==> src/rtl/pkt_pkg.sv <==
// Shared constants, codes and types for the pressed-key table.
`default_nettype none

package pkt_pkg;

  localparam int TABLE_DEPTH = 8;
  localparam int KEY_W       = 16;
  localparam int OP_W        = 3;
  localparam int ACT_W       = 2;

  typedef logic [KEY_W-1:0] key_t;
  typedef logic [OP_W-1:0]  op_t;
  typedef logic [ACT_W-1:0] act_t;

  localparam op_t OP_PRESS       = 3'd0;
  localparam op_t OP_HOLD        = 3'd1;
  localparam op_t OP_RELEASE     = 3'd2;
  localparam op_t OP_TOGGLE      = 3'd3;
  localparam op_t OP_RELEASE_ALL = 3'd4;

  localparam act_t ACT_PRESS       = 2'd0;
  localparam act_t ACT_RELEASE     = 2'd1;
  localparam act_t ACT_RELEASE_ALL = 2'd2;

  // Carried from each cell to the next one up the row.
  typedef struct packed {
    logic found;       // the key sits in this slot or a lower one
    logic empty_seen;  // an empty slot was seen at this slot or a lower one
  } chain_t;

  // Update command broadcast to every cell for one event.
  typedef struct packed {
    logic add;
    logic remove;
    logic clear;
  } cell_cmd_t;

endpackage : pkt_pkg

`default_nettype wire

==> src/rtl/pressed_key_table.sv <==
// Top level of the pressed-key table: cell row, event decode and result register.
//
// The input channel (in_valid, in_stall, op, key) carries one key event per
// transaction. The output channel (out_valid, out_stall, action, key_out,
// stored, dropped) carries the host action that the event causes. Release-all
// ignores key; an unknown op code is accepted and dropped with no result.
//
// Each slot of the table is a cell in a row. A found flag and a first-empty
// flag ripple up the row in the cycle the event is accepted, the table is
// updated at that edge, and the result is captured in the output register at
// the same edge. One event is accepted every cycle while in_stall is low; the
// compare and shift across the row of TABLE_DEPTH cells are combinational.
//
// When the receiver stalls, the result waits in the output register and
// in_stall is raised, so a new event is taken in the same cycle the held
// result leaves. Reset (rst, synchronous) empties the table and the output
// register; there is no clearing pass.
`default_nettype none

module pressed_key_table (
  input  wire logic          clk,
  input  wire logic          rst,
  input  wire logic          in_valid,
  output logic               in_stall,
  input  wire pkt_pkg::op_t  op,
  input  wire pkt_pkg::key_t key,
  output logic               out_valid,
  input  wire logic          out_stall,
  output pkt_pkg::act_t      action,
  output pkt_pkg::key_t      key_out,
  output logic               stored,
  output logic               dropped
);
  import pkt_pkg::*;

  chain_t    chain [TABLE_DEPTH+1];
  key_t      slot_q [TABLE_DEPTH];
  key_t      upper [TABLE_DEPTH];
  cell_cmd_t cmd;
  logic      accept;
  logic      known_op;
  logic      found_any;
  logic      full;
  logic      key_nz;
  logic      out_valid_next;
  act_t      act_c;
  logic      stored_c;
  logic      dropped_c;
  logic [TABLE_DEPTH-1:0] empty_vec;

  assign chain[0] = '0;

  for (genvar i = 0; i < TABLE_DEPTH; i++) begin : g_cell
    if (i == TABLE_DEPTH - 1) begin : g_top
      assign upper[i] = '0;
    end else begin : g_mid
      assign upper[i] = slot_q[i+1];
    end

    pkt_cell u_cell (
      .clk        (clk),
      .rst        (rst),
      .key        (key),
      .cmd        (cmd),
      .chain_in   (chain[i]),
      .upper_slot (upper[i]),
      .chain_out  (chain[i+1]),
      .slot       (slot_q[i])
    );

    assign empty_vec[i] = (slot_q[i] == '0);
  end

  assign found_any = chain[TABLE_DEPTH].found;
  assign full      = !chain[TABLE_DEPTH].empty_seen;
  assign key_nz    = (key != '0);
  assign in_stall  = out_valid & out_stall;
  assign accept    = in_valid & !in_stall;

  always_comb begin
    known_op  = 1'b1;
    act_c     = ACT_PRESS;
    stored_c  = 1'b0;
    dropped_c = 1'b0;
    cmd       = '0;
    case (op)
      OP_PRESS, OP_HOLD: begin
        cmd.add   = !found_any;
        stored_c  = key_nz && (found_any || !full);
        dropped_c = key_nz && !found_any && full;
      end
      OP_RELEASE: begin
        act_c      = ACT_RELEASE;
        cmd.remove = 1'b1;
      end
      OP_TOGGLE: begin
        if (found_any) begin
          act_c      = ACT_RELEASE;
          cmd.remove = 1'b1;
        end else begin
          cmd.add   = 1'b1;
          stored_c  = key_nz && !full;
          dropped_c = key_nz && full;
        end
      end
      OP_RELEASE_ALL: begin
        act_c     = ACT_RELEASE_ALL;
        cmd.clear = 1'b1;
      end
      default: begin
        known_op = 1'b0;
      end
    endcase
    // Key zero never matches and is never stored.
    cmd.add    = cmd.add & accept & key_nz;
    cmd.remove = cmd.remove & accept;
    cmd.clear  = cmd.clear & accept;
  end

  assign out_valid_next = (accept & known_op) | in_stall;

  always_ff @(posedge clk) begin
    if (rst) begin
      out_valid <= 1'b0;
    end else begin
      out_valid <= out_valid_next;
    end
  end

  always_ff @(posedge clk) begin
    if (accept && known_op) begin
      action  <= act_c;
      key_out <= (act_c == ACT_RELEASE_ALL) ? key_t'(0) : key;
      stored  <= stored_c;
      dropped <= dropped_c;
    end
  end

  // Stored keys stay packed at the bottom of the table.
  a_compact: assert property (@(posedge clk) disable iff (rst)
    (empty_vec & ~{1'b1, empty_vec[TABLE_DEPTH-1:1]}) == '0)
    else $error("empty slot below a stored key");

  a_clear_all: assert property (@(posedge clk) disable iff (rst)
    accept && op == OP_RELEASE_ALL |=> empty_vec == '1)
    else $error("table not empty after release all");

  a_drop_press: assert property (@(posedge clk) disable iff (rst)
    out_valid && dropped |-> action == ACT_PRESS && !stored && key_out != '0)
    else $error("dropped flag on a result that is not a refused press");

  a_drop_full: assert property (@(posedge clk) disable iff (rst)
    accept && dropped_c |-> empty_vec == '0)
    else $error("press dropped while a slot was free");

  a_release_gone: assert property (@(posedge clk) disable iff (rst)
    accept && op == OP_RELEASE |=> !out_valid || !stored)
    else $error("key reported stored after its release");

endmodule : pressed_key_table

`default_nettype wire

==> src/rtl/pkt_cell.sv <==
// One slot of the key table with its compare and shift logic.
`default_nettype none

module pkt_cell (
  input  wire logic               clk,
  input  wire logic               rst,
  input  wire pkt_pkg::key_t      key,
  input  wire pkt_pkg::cell_cmd_t cmd,
  input  wire pkt_pkg::chain_t    chain_in,
  input  wire pkt_pkg::key_t      upper_slot,
  output pkt_pkg::chain_t         chain_out,
  output pkt_pkg::key_t           slot
);
  import pkt_pkg::*;

  logic match;
  logic empty;
  key_t slot_next;

  assign match = (slot == key) && (key != '0);
  assign empty = (slot == '0);

  assign chain_out.found      = chain_in.found | match;
  assign chain_out.empty_seen = chain_in.empty_seen | empty;

  always_comb begin
    slot_next = slot;
    if (cmd.clear) begin
      slot_next = '0;
    end else if (cmd.remove && chain_out.found) begin
      // Everything at and above the removed key moves down one slot.
      slot_next = upper_slot;
    end else if (cmd.add && empty && !chain_in.empty_seen) begin
      slot_next = key;
    end
  end

  always_ff @(posedge clk) begin
    if (rst) begin
      slot <= '0;
    end else begin
      slot <= slot_next;
    end
  end

endmodule : pkt_cell

`default_nettype wire
==> config.mk <==
export PLATFORM = sky130hd
export DESIGN_NAME = pressed_key_table
export DESIGN_NICKNAME = d
export VERILOG_FILES = /design/src/rtl/pkt_pkg.sv /design/src/rtl/pressed_key_table.sv /design/src/rtl/pkt_cell.sv
export SDC_FILE = /design/constraint.sdc
export NUM_CORES = 1
export LEC_CHECK = 0
export CAP_MARGIN = 20
export CORE_MARGIN = 1.5
export CORE_UTILIZATION = 50
export CTS_BUF_LIST = sky130_fd_sc_hd__clkbuf_8 sky130_fd_sc_hd__clkbuf_16
export CTS_CLUSTER_DIAMETER = 150
export CTS_CLUSTER_SIZE = 10
export DETAILED_ROUTE_END_ITERATION = 10
export DONT_BUFFER_PORTS = 1
export GPL_TIMING_DRIVEN = 0
export HOLD_SLACK_MARGIN = 0.12
export SYNTH_ARGS = -nofsm -noshare
export SYNTH_HDL_FRONTEND = slang
export SYNTH_HIERARCHICAL = 1
export SYNTH_SLANG_ARGS = --single-unit
==> constraint.sdc <==
create_clock -name clk -period 6.85 [get_ports clk]
set_clock_uncertainty 0.15 [all_clocks]
set_input_delay 0.3425 -clock clk [delete_from_list [all_inputs] [get_ports clk]]
set_output_delay 0.3425 -clock clk [all_outputs]
set_load 0.03 [all_outputs]
==> results.cfg, run 1 <==
[sta]
fin_setup_tns_ps = 0
timing.fmax_mhz = 201
slew_headroom_pct = 31.4
post-route-period-util_pct = 72.5
tightest_slew_ps = 1030
rsz0062_at_grt = no
fin_crit_ps = 4960
finalHoldViolations = 0
drv_slew = 0
setup_viol_count_final = 0
timing.hold.ws_ps = 136

[cts]
htreeDepth = 4
clk_latency_ps = 440
cts_max_path_buffers = 2
cts_tree = built
clock_sinks = 149
clk_pin_slew_worst_paths_ps = 60
root_buffer = clkbuf_16
cts_setup_buffers = 0
numCtsBuffers = 17
cts.repair.resized = 0

[die]
placementRows = 52
io_pins = 45
die_h_um = 147
floorplan.initialDensity_pct = 51.2
die_area_mm2 = 0.0217
die_w_um = 147
core_area_mm2 = 0.0204

[global_routing]
grt_pass1_wl_um = 53300
antenna_found_initial = 0
grt_max_degree = 23
track_usage_pct = 32.9
met2_usage_pct = 54.2
grt.overflow.total = 0
gr-usage-met1_pct = 42.2
top_usage_layer = met2
use_met3_pct = 5.80
grt_pass1_vias = 8783

[setup_path]
critical_path_class = reg2reg
crit_family = compound AO/OA/AOI/OAI gates
required_ps = 7050
crit_path_end_kind = register
arrival_ps = 5160
worst-path-buf-inv = 2
cp_max_fo = 10
worstPathCellList = xor2_1 > nor4_1 > and3_4 > a31o_2 > a31o_2 > a31o_2 > a31o_2 > a31o_2 > a31o_2 > a31o_2 > a31o_2 > a211oi_1 > and3b_1 > nand2b_1 > clkbuf_1 > buf_2 > nor3_2 > o21ai_0 > mux2i_1
worst_path_most_repeated_cell = a31o_2
cp_slowest_stage_delay_ps = 530
slowest_stage = and3b_1
cp-start-kind = register

[job]
maxCapViolations = 0

[drt]
vias = 9061
dr.pass1.iters = 5
drt_iter0_markers = 607
wire_per_inst_um = 23.1
wl_um = 35500
viasPerCell = 5.89
ant_nets = 0
drc = 0

[min_path]
hp-class = in2reg

[final_layout]
fin_nets = 1279
area_growth_syn_to_layout_pct = 13.3
drive_gt1_share_pct = 17.3
antennaDiodeCount = 0

[yosys]
ys_types = 32
yosysSeqAreaShare_pct = 30.5
ys_warn_count = 6
avgSynthCellArea_um2 = 8.82
synth-seq-cells = 149
synth_cells = 1183
syn-cell-area_mm2 = 0.0104

[placement]
hpwl_um = 19500
gp_congestion = 0.790
port_buffers = 0

[power_and_ir_drop]
p_per_area_mw_per_mm2 = 182
irDropWorstVdd_mv = 0.126
power_leakage_uw = 0.00590

[outcome]
status = finished clean
==> tightest hold or removal path, cell delays in order <==
cell and delay, ps:
inv_1 40, nor3_1 40, o21ai_0 160, mux2i_1 80
==> cell families after synthesis <==
family | Yosys count | synth area share [%]
simple gates | 442 | 29.1
buf+inv | 187 | 8.72
flops | 149 | 30.5
compound gates | 148 | 8.66
xor+xnor | 128 | 10.7
mux | 128 | 12.3
other cells | 1 | 0.0359
==> state kept, by name (all words and copies together) (netlist names) <==
register / flops
g_cell.u_cell/slot: 128
dropped: 1
key_out: 16
action: 2
stored: 1
out_valid: 1
==> final cells by class <==
type | instances | area, um2
tap | 270 | 338
multi-input combinational | 866 | 6420
buffer | 57 | 422
inverter | 130 | 488
sequential | 149 | 3180
clock inverter | 14 | 176
timing repair buffer | 35 | 353
clock buffer | 18 | 439
fill | 1821 | 8550
==> cells in the mapped netlist <==
master,number,area [um2]
nor2b_1,12,75.1
and3_1,3,18.8
o21ai_1,32,160
nand2b_1,16,100
a22oi_4,8,170
buf_6,9,101
buf_2,8,40.0
buf_12,8,160
and3b_1,2,17.5
mux2i_1,128,1280
nor2_1,11,41.3
conb_1,1,3.75
nand2_1,131,492
dfxtp_1,129,2580
a211oi_1,1,7.51
a31o_2,8,70.1
clkbuf_1,32,120
xor2_1,128,1120
nor3_1,57,285
and2b_1,4,30.0
nor4_2,48,601
nand4_1,9,56.3
edfxtp_1,20,601
and3_2,8,60.1
o21ai_0,98,490
a21oi_1,1,5.00
nor4_1,52,325
and3_4,8,90.1
nor3b_4,1,18.8
nand4_2,8,100
nor3_2,72,721
inv_1,130,488
==> power breakdown <==
| group | switching, uW | internal, uW |
|---|---|---|
| logic | 150 | 85.8 |
| registers | 22.6 | 899 |
| clock network | 413 | 587 |
==> layout by cell type, fill, tap and decap left out, drive strengths merged <==
master and count:
nor3b 1, edfxtp 20, clkinvlp 4, and2b 4
xor2 128, dfxtp 129, nor2 11, a31o 8
clkbuf 50, nand2b 16, dlygate4sd3 33, bufinv 3
clkinv 3, mux2i 128, conb 20, nor2b 12
o21ai 130, a211oi 1, and3b 2, nand4 17
buf 27, nor4 100, a21oi 1, and3 19
nand2 131, nor3 129, a22oi 8, inv 134
==> worst paths after layout <==
kind / cells after the start / endpoint / from / slack (ps)
worst min-delay path: 4 / g_cell[5].u_cell/slot[2] / key[2] / 140
worst max-delay path: 19 / g_cell[0].u_cell/slot[12] / g_cell[0].u_cell/slot[11] / 1890
worst max register to register: 19 / g_cell[0].u_cell/slot[12] / g_cell[0].u_cell/slot[11] / 1890
worst min register to register: 2 / g_cell[4].u_cell/slot[4] / g_cell[5].u_cell/slot[4] / 360
==> through the flow <==
step / power [uW] / worst slack (ps) / instance area, um2 / instances / utilization [%]
after CTS: 2160 / 1880 / 11800 / 1539 / 58.0
after detailed placement: 1130 / 1900 / 10900 / 1474 / 53.4
after floorplan: 1090 / 1590 / 10500 / 1202 / -
after global routing: 2220 / 1650 / 11800 / 1539 / 58.0
final: 2160 / 1890 / 11800 / 1539 / 58.0
after global placement: 1120 / -73.6 / 10800 / 1472 / 53.2
==> routing by layer <==
metal  part of all wire (%)  vias to the layer above
met5                      0                        -
met4                    4.1                        0
met3                    5.4                       87
met2                     47                      332
met1                     44                     4386
li1                       -                     4256
==> timing repair <==
item                                    4_1_cts  5_1_grt
endpoints found under the hold margin       133        0
hold buffers                                 33        0
endpoints found under the setup margin        0        0
Power figures use the tool's default switching activity.
==> inputs of run 2 (changes only) <==
Settings changed: ABC_AREA set to 1, PLACE_DENSITY set to 0.68.
Clock period 6.85 ns to 4.24 ns, I/O delays scaled along.
==> run 2 against run 1 <==
Via count grew 51%. Register-to-register slack lost 1800 ps. Final area grew 20%. Critical endpoint is now stored. Flip-flop and latch count is the same. Die area grew 14%.
==> results.cfg, run 2 <==
[yosys]
synth_edf_count = 20
avgSynthCellArea_um2 = 5.63
async_flop_share_pct = 0
synth_commonest_cells = 676 x nand2_1, 405 x inv_1, 401 x nand3_1
ys.flop_type = dfxtp_1
yosysSeqAreaShare_pct = 26.7
syn-cell-area_mm2 = 0.0119
synth_area_leaders = dfxtp_1 22%, nand2_1 21%, nand3_1 17%, inv_1 13%, a21oi_1 5.4%
synth-seq-cells = 149
ys_types = 27
ys_warn_count = 6
synth_top_area_share_pct = 21.6
yosysTopAreaCell = dfxtp_1
synth_most_common_cell = nand2_1
synth_cells = 2122

[setup_path]
rr_startpoint = g_cell[0].u_cell/slot[7]
cp_slowest_stage_delay_ps = 350
cp-start-kind = register
critical_path_class = reg2reg
r2r_end = stored
worst_path_most_repeated_cell = or2_4
cp_max_fo = 10
slowest_stage = dfxtp_2
worstRegToRegCells = 18
required_ps = 4270
worstPathCellList = inv_1 > nand4_1 > nor2_1 > nand3_1 > inv_2 > buf_4 > or2_2 > or2_4 > or2_4 > or2_2 > or2_4 > or2_4 > or2_2 > or2_4 > o21ai_0 > o21ai_0 > nand2_1 > inv_1
crit_path_end_kind = register
arrival_ps = 4180
timing.reg2reg.setup_slack_ps = 100

[final_layout]
multiInputGateArea_mm2 = 0.00688
fin_nets = 2255
mostFrequentLayoutCells = 666 x nand2_1, 400 x nand3_1, 386 x inv_1, 127 x a21oi_1
fillers = 2350
reg.largest.list = g_cell.u_cell/slot (128), key_out (16), action (2)
seq_area_mm2 = 0.00320
area_growth_syn_to_layout_pct = 18.4
top_register = g_cell.u_cell/slot
drive_gt1_share_pct = 12.1
final_cell_area_mm2 = 0.0141
layout_commonest_cell = nand2_1
largest_register_ffs = 128
stdcell_count = 2564
antennaDiodeCount = 0

[job]
maxCapViolations = 0

[cts]
cts_max_path_buffers = 2
numCtsBuffers = 17
root_buffer = clkbuf_16
cts_tree = built
htreeDepth = 4
clk_pin_slew_worst_paths_ps = 70
clock_sinks = 149
clk_latency_ps = 430

[global_routing]
grt_pass1_wl_um = 63100
use_met3_pct = 6.14
gr-usage-met1_pct = 43.0
top_usage_layer = met2
met2_usage_pct = 53.8
grt_max_degree = 35
grt.overflow.total = 0
track_usage_pct = 33.0
antenna_found_initial = 2
grt_pass1_vias = 12100

[power_and_ir_drop]
finalPower_uw = 3910
irDropWorstVdd_mv = 0.234
power_leakage_uw = 0.00641
p_per_area_mw_per_mm2 = 277

[placement]
gp_congestion = 0.869
port_buffers = 0
hpwl_um = 25400
dp.cells = 2460
dpl_cell_area_mm2 = 0.0127

[die]
io_pins = 45
die_w_um = 158
floorplan.initialDensity_pct = 50.9
die_h_um = 158
core_area_mm2 = 0.0235
placementRows = 56
die_area_mm2 = 0.0248

[sta]
drv_slew = 0
timing.fmax_mhz = 241
timing.hold.ws_ps = 152
slew_headroom_pct = 33.9
fin_crit_ps = 4140
post-route-period-util_pct = 97.7
tightest_slew_ps = 989
finalHoldViolations = 0
rsz0062_at_grt = no
setup_viol_count_final = 0

[min_path]
hold_path_end = action[1]
hold_path_depth = 3
hp-start = op[2]
hp-class = in2reg

[drt]
wire_per_inst_um = 16.5
vias = 13700
ant_nets = 0
wl_um = 42300
drt_iter0_markers = 1360
dr.pass1.iters = 6
drc = 0
viasPerCell = 5.35

[outcome]
status = finished clean
run 2: critical path: cells and delay by family (launching register included):
kind / cells / cell delay [ps]
and+or+nand+nor: 12 / 2780
buffers and inverters: 4 / 390
AOI/OAI and AO/OA: 2 / 230
DFF: 1 / 350
run 2: final cells by class:
| type | count | share of cell area, % |
|---|---|---|
| plain buffers | 86 | 5.36 |
| clock buffers | 17 | 3.01 |
| clock inverters | 15 | 1.26 |
| inverters | 415 | 11.1 |
| multi-input cells | 1487 | 48.7 |
| flip-flops and latches | 149 | 22.6 |
| well taps | 319 | 2.82 |
| repair buffers | 76 | 5.08 |
run 2: timing repair:
action                                  in CTS  in global routing
pin swaps                                   22                  9
gates resized for setup                     51                 26
endpoints found under the setup margin     130                129
gates cloned                                 1                  1
hold buffers                                32                  8
endpoints found under the hold margin      149                 64
setup buffers                               24                  9
run 2: worst max path at each step:
stage | from | to | slack (ps) | depth (start not counted)
global route | g_cell[0].u_cell/slot[0] | g_cell[1].u_cell/slot[9] | 1 | 40
CTS | g_cell[0].u_cell/slot[2] | g_cell[3].u_cell/slot[8] | 2 | 43
global placement | g_cell[0].u_cell/slot[11] | g_cell[7].u_cell/slot[11] | -1060 | 38
finish | g_cell[0].u_cell/slot[7] | stored | 100 | 18
detailed placement | g_cell[0].u_cell/slot[11] | g_cell[3].u_cell/slot[1] | -1140 | 38
floorplan | g_cell[0].u_cell/slot[7] | g_cell[1].u_cell/slot[7] | 7 | 42
run 2: stage by stage:
step	util [%]	worst slack, ps	setup TNS, ps
2_1_floorplan	-	7.20	0
3_3_place_gp	53.9	-1060	-123670
3_5_place_dp	53.9	-1140	-130490
4_1_cts	59.4	2.29	0
5_1_grt	60.2	1.42	0
6_report	60.2	97.6	0
run 2: kinds of logic after synthesis:
family	after synthesis	synth area share (%)
simple gates	1326	49.5
buf+inv	504	17.6
flops	149	26.7
compound gates	134	5.62
xor+xnor	8	0.587
other cells	1	0.0314
run 2: report_power, final:
part | switching (uW) | leakage (uW) | internal (uW)
Combinational | 499 | 0.00487 | 270
Sequential | 79.3 | 0.00124 | 1490
Clock | 646 | 0.000296 | 931
run 2: per-layer routing:
| metal | share of wire [%] | vias up |
|---|---|---|
| li1 | - | 6803 |
| met3 | 7.6 | 104 |
| met2 | 47 | 489 |
| met4 | 3.5 | 2 |
| met5 | 0.028 | - |
| met1 | 42 | 6315 |
==> inputs of run 3 (changes only) <==
Settings changed: ABC_AREA 1 to not set, BUFFER_PORTS_ARGS set to -buffer_cell sky130_fd_sc_hd__buf_2, DONT_BUFFER_PORTS 1 to not set, PLACE_DENSITY 0.68 to 0.69.
==> run 3 against run 2 <==
Largest cell class unchanged. Count of clock-buffer cells in the layout rose by 1. Hold slack improved by 35 ps. Non-clock buffer count fell by 28. Via count fell by 33%. Utilization fell by 0.27 points. Fmax fell by 1.5%. Critical path type unchanged. Largest power group is now registers. Power fell by 13%.
==> results.cfg, run 3 (synthesized netlist as in run 1, its figures left out) <==
[outcome]
status = finished clean

[min_path]
hp-class = in2reg

[setup_path]
worstRegToRegCells = 18
critical_path_class = reg2reg
arrival_ps = 4410
r2r_end = g_cell[4].u_cell/slot[11]
crit_path_end = g_cell[4].u_cell/slot[11]
timing.reg2reg.setup_slack_ps = 30
rr_startpoint = g_cell[0].u_cell/slot[10]
crit_path_start = g_cell[0].u_cell/slot[10]
cp-start-kind = register
required_ps = 4440
cp_max_fo = 8
crit_path_end_kind = register

[final_layout]
reg.largest.list = g_cell.u_cell/slot (128), key_out (16), action (2)
multiInputGateArea_mm2 = 0.00656
stdcell_count = 1581
antennaDiodeCount = 0
fin_nets = 1321
largest_register_ffs = 128
top_register = g_cell.u_cell/slot
fillers = 1775
drive_gt1_share_pct = 24.0
area_growth_syn_to_layout_pct = 17.0
seq_area_mm2 = 0.00319
mostFrequentLayoutCells = 131 x inv_1, 131 x nand2_1, 128 x xor2_1, 127 x mux2i_1, 122 x dfxtp_1

[cts]
clock_sinks = 149
numCtsBuffers = 17
cts_tree = built
htreeDepth = 4
clk_latency_ps = 430
cts_max_path_buffers = 2
clk_pin_slew_worst_paths_ps = 70
root_buffer = clkbuf_16

[drt]
drc = 0
dr.pass1.iters = 5
wire_per_inst_um = 19.9
drt_iter0_markers = 659
wl_um = 31500
viasPerCell = 5.83
vias = 9221
ant_nets = 0

[sta]
tightest_slew_ps = 939
finalHoldViolations = 0
timing.fmax_mhz = 238
drv_slew = 0
slew_headroom_pct = 37.4
setup_viol_count_final = 0
post-route-period-util_pct = 99.2
fin_setup_tns_ps = 0
fin_crit_ps = 4210

[die]
core_area_mm2 = 0.0204
placementRows = 52
die_area_mm2 = 0.0217
die_h_um = 147
floorplan.initialDensity_pct = 51.2
die_w_um = 147
io_pins = 45

[job]
maxCapViolations = 0

[power_and_ir_drop]
p_per_area_mw_per_mm2 = 279
irDropWorstVdd_mv = 0.230
power_leakage_uw = 0.00623

[global_routing]
antenna_found_initial = 0
grt_max_degree = 27
grt.overflow.total = 0
grt_pass1_vias = 9101
track_usage_pct = 28.9
grt_pass1_wl_um = 49200

[placement]
dp.cells = 1517
port_buffers = 44
hpwl_um = 19500
gp_congestion = 0.815
[run 3: worst max-delay path, stage by stage (launching register included)]
cell       delay, ps
dfxtp_1          390
xor2_1           260
nor4_2           100
a31o_4           270
a31o_4           230
a31o_4           220
a31o_4           220
a31o_4           230
a31o_4           220
a31o_4           230
a31o_4           230
o21ai_4          190
nor3_4           130
clkbuf_16        190
and3_2           190
a22oi_4          220
buf_12           150
buf_12           110
mux2i_2          200
[run 3: how the worst min path moves through the flow]
stage / startpoint / slack [ps] / cells past startpoint / endpoint
after CTS: op[1] / 150 / 4 / action[0]
after detailed placement: g_cell[4].u_cell/slot[2] / 340 / 2 / g_cell[3].u_cell/slot[2]
after global placement: g_cell[3].u_cell/slot[4] / 340 / 2 / g_cell[2].u_cell/slot[4]
after global routing: op[1] / 190 / 3 / key_out[1]
final: op[1] / 190 / 3 / key_out[6]
after floorplan: rst / 130 / 1 / out_valid
[run 3: per-layer routing]
metal / vias to the layer above / GRT usage [%] / part of all wire [%]
li1: 4329 / - / -
met1: 4549 / 37.8 / 43
met2: 298 / 48.8 / 49
met3: 45 / 4.32 / 5.6
met4: 0 / 9.45 / 1.8
met5: - / 0 / 0
[run 3: layout make-up]
class                      count  share of cell area [%]
clock buffer                  18                    3.69
inverter                     130                    4.00
clock inverter                14                   0.830
timing repair buffer          84                    5.22
tap                          270                    2.77
sequential                   149                    26.1
buffer                        50                    3.65
multi-input combinational    866                    53.7
[run 3: repair_timing]
item                       in CTS  in global routing
hold endpoints to repair        6                  0
hold buffers                    6                  0
setup endpoints to repair     128                118
pin swaps                      10                  7
buffers inserted               19                 12
resized for setup              55                 13
cloned                          1                  1
[run 3: stage by stage]
stage	utilization (%)	setup slack, ps	area (um2)	hold WS [ps]	total power [uW]
after floorplan	-	29.7	10500	131	1760
after global placement	54.4	-1110	11100	339	1940
after detailed placement	54.5	-1110	11100	345	1950
after CTS	59.1	8.12	12000	154	3400
after global routing	60.0	-77.2	12200	189	3520
final	60.0	34.3	12200	187	3400
[run 3: power breakdown]
group	internal, uW	switching [uW]	leakage [uW]
clock network	786	655	0.000277
registers	1450	11.0	0.00123
logic	155	345	0.00472
total	2390	1010	0.00623
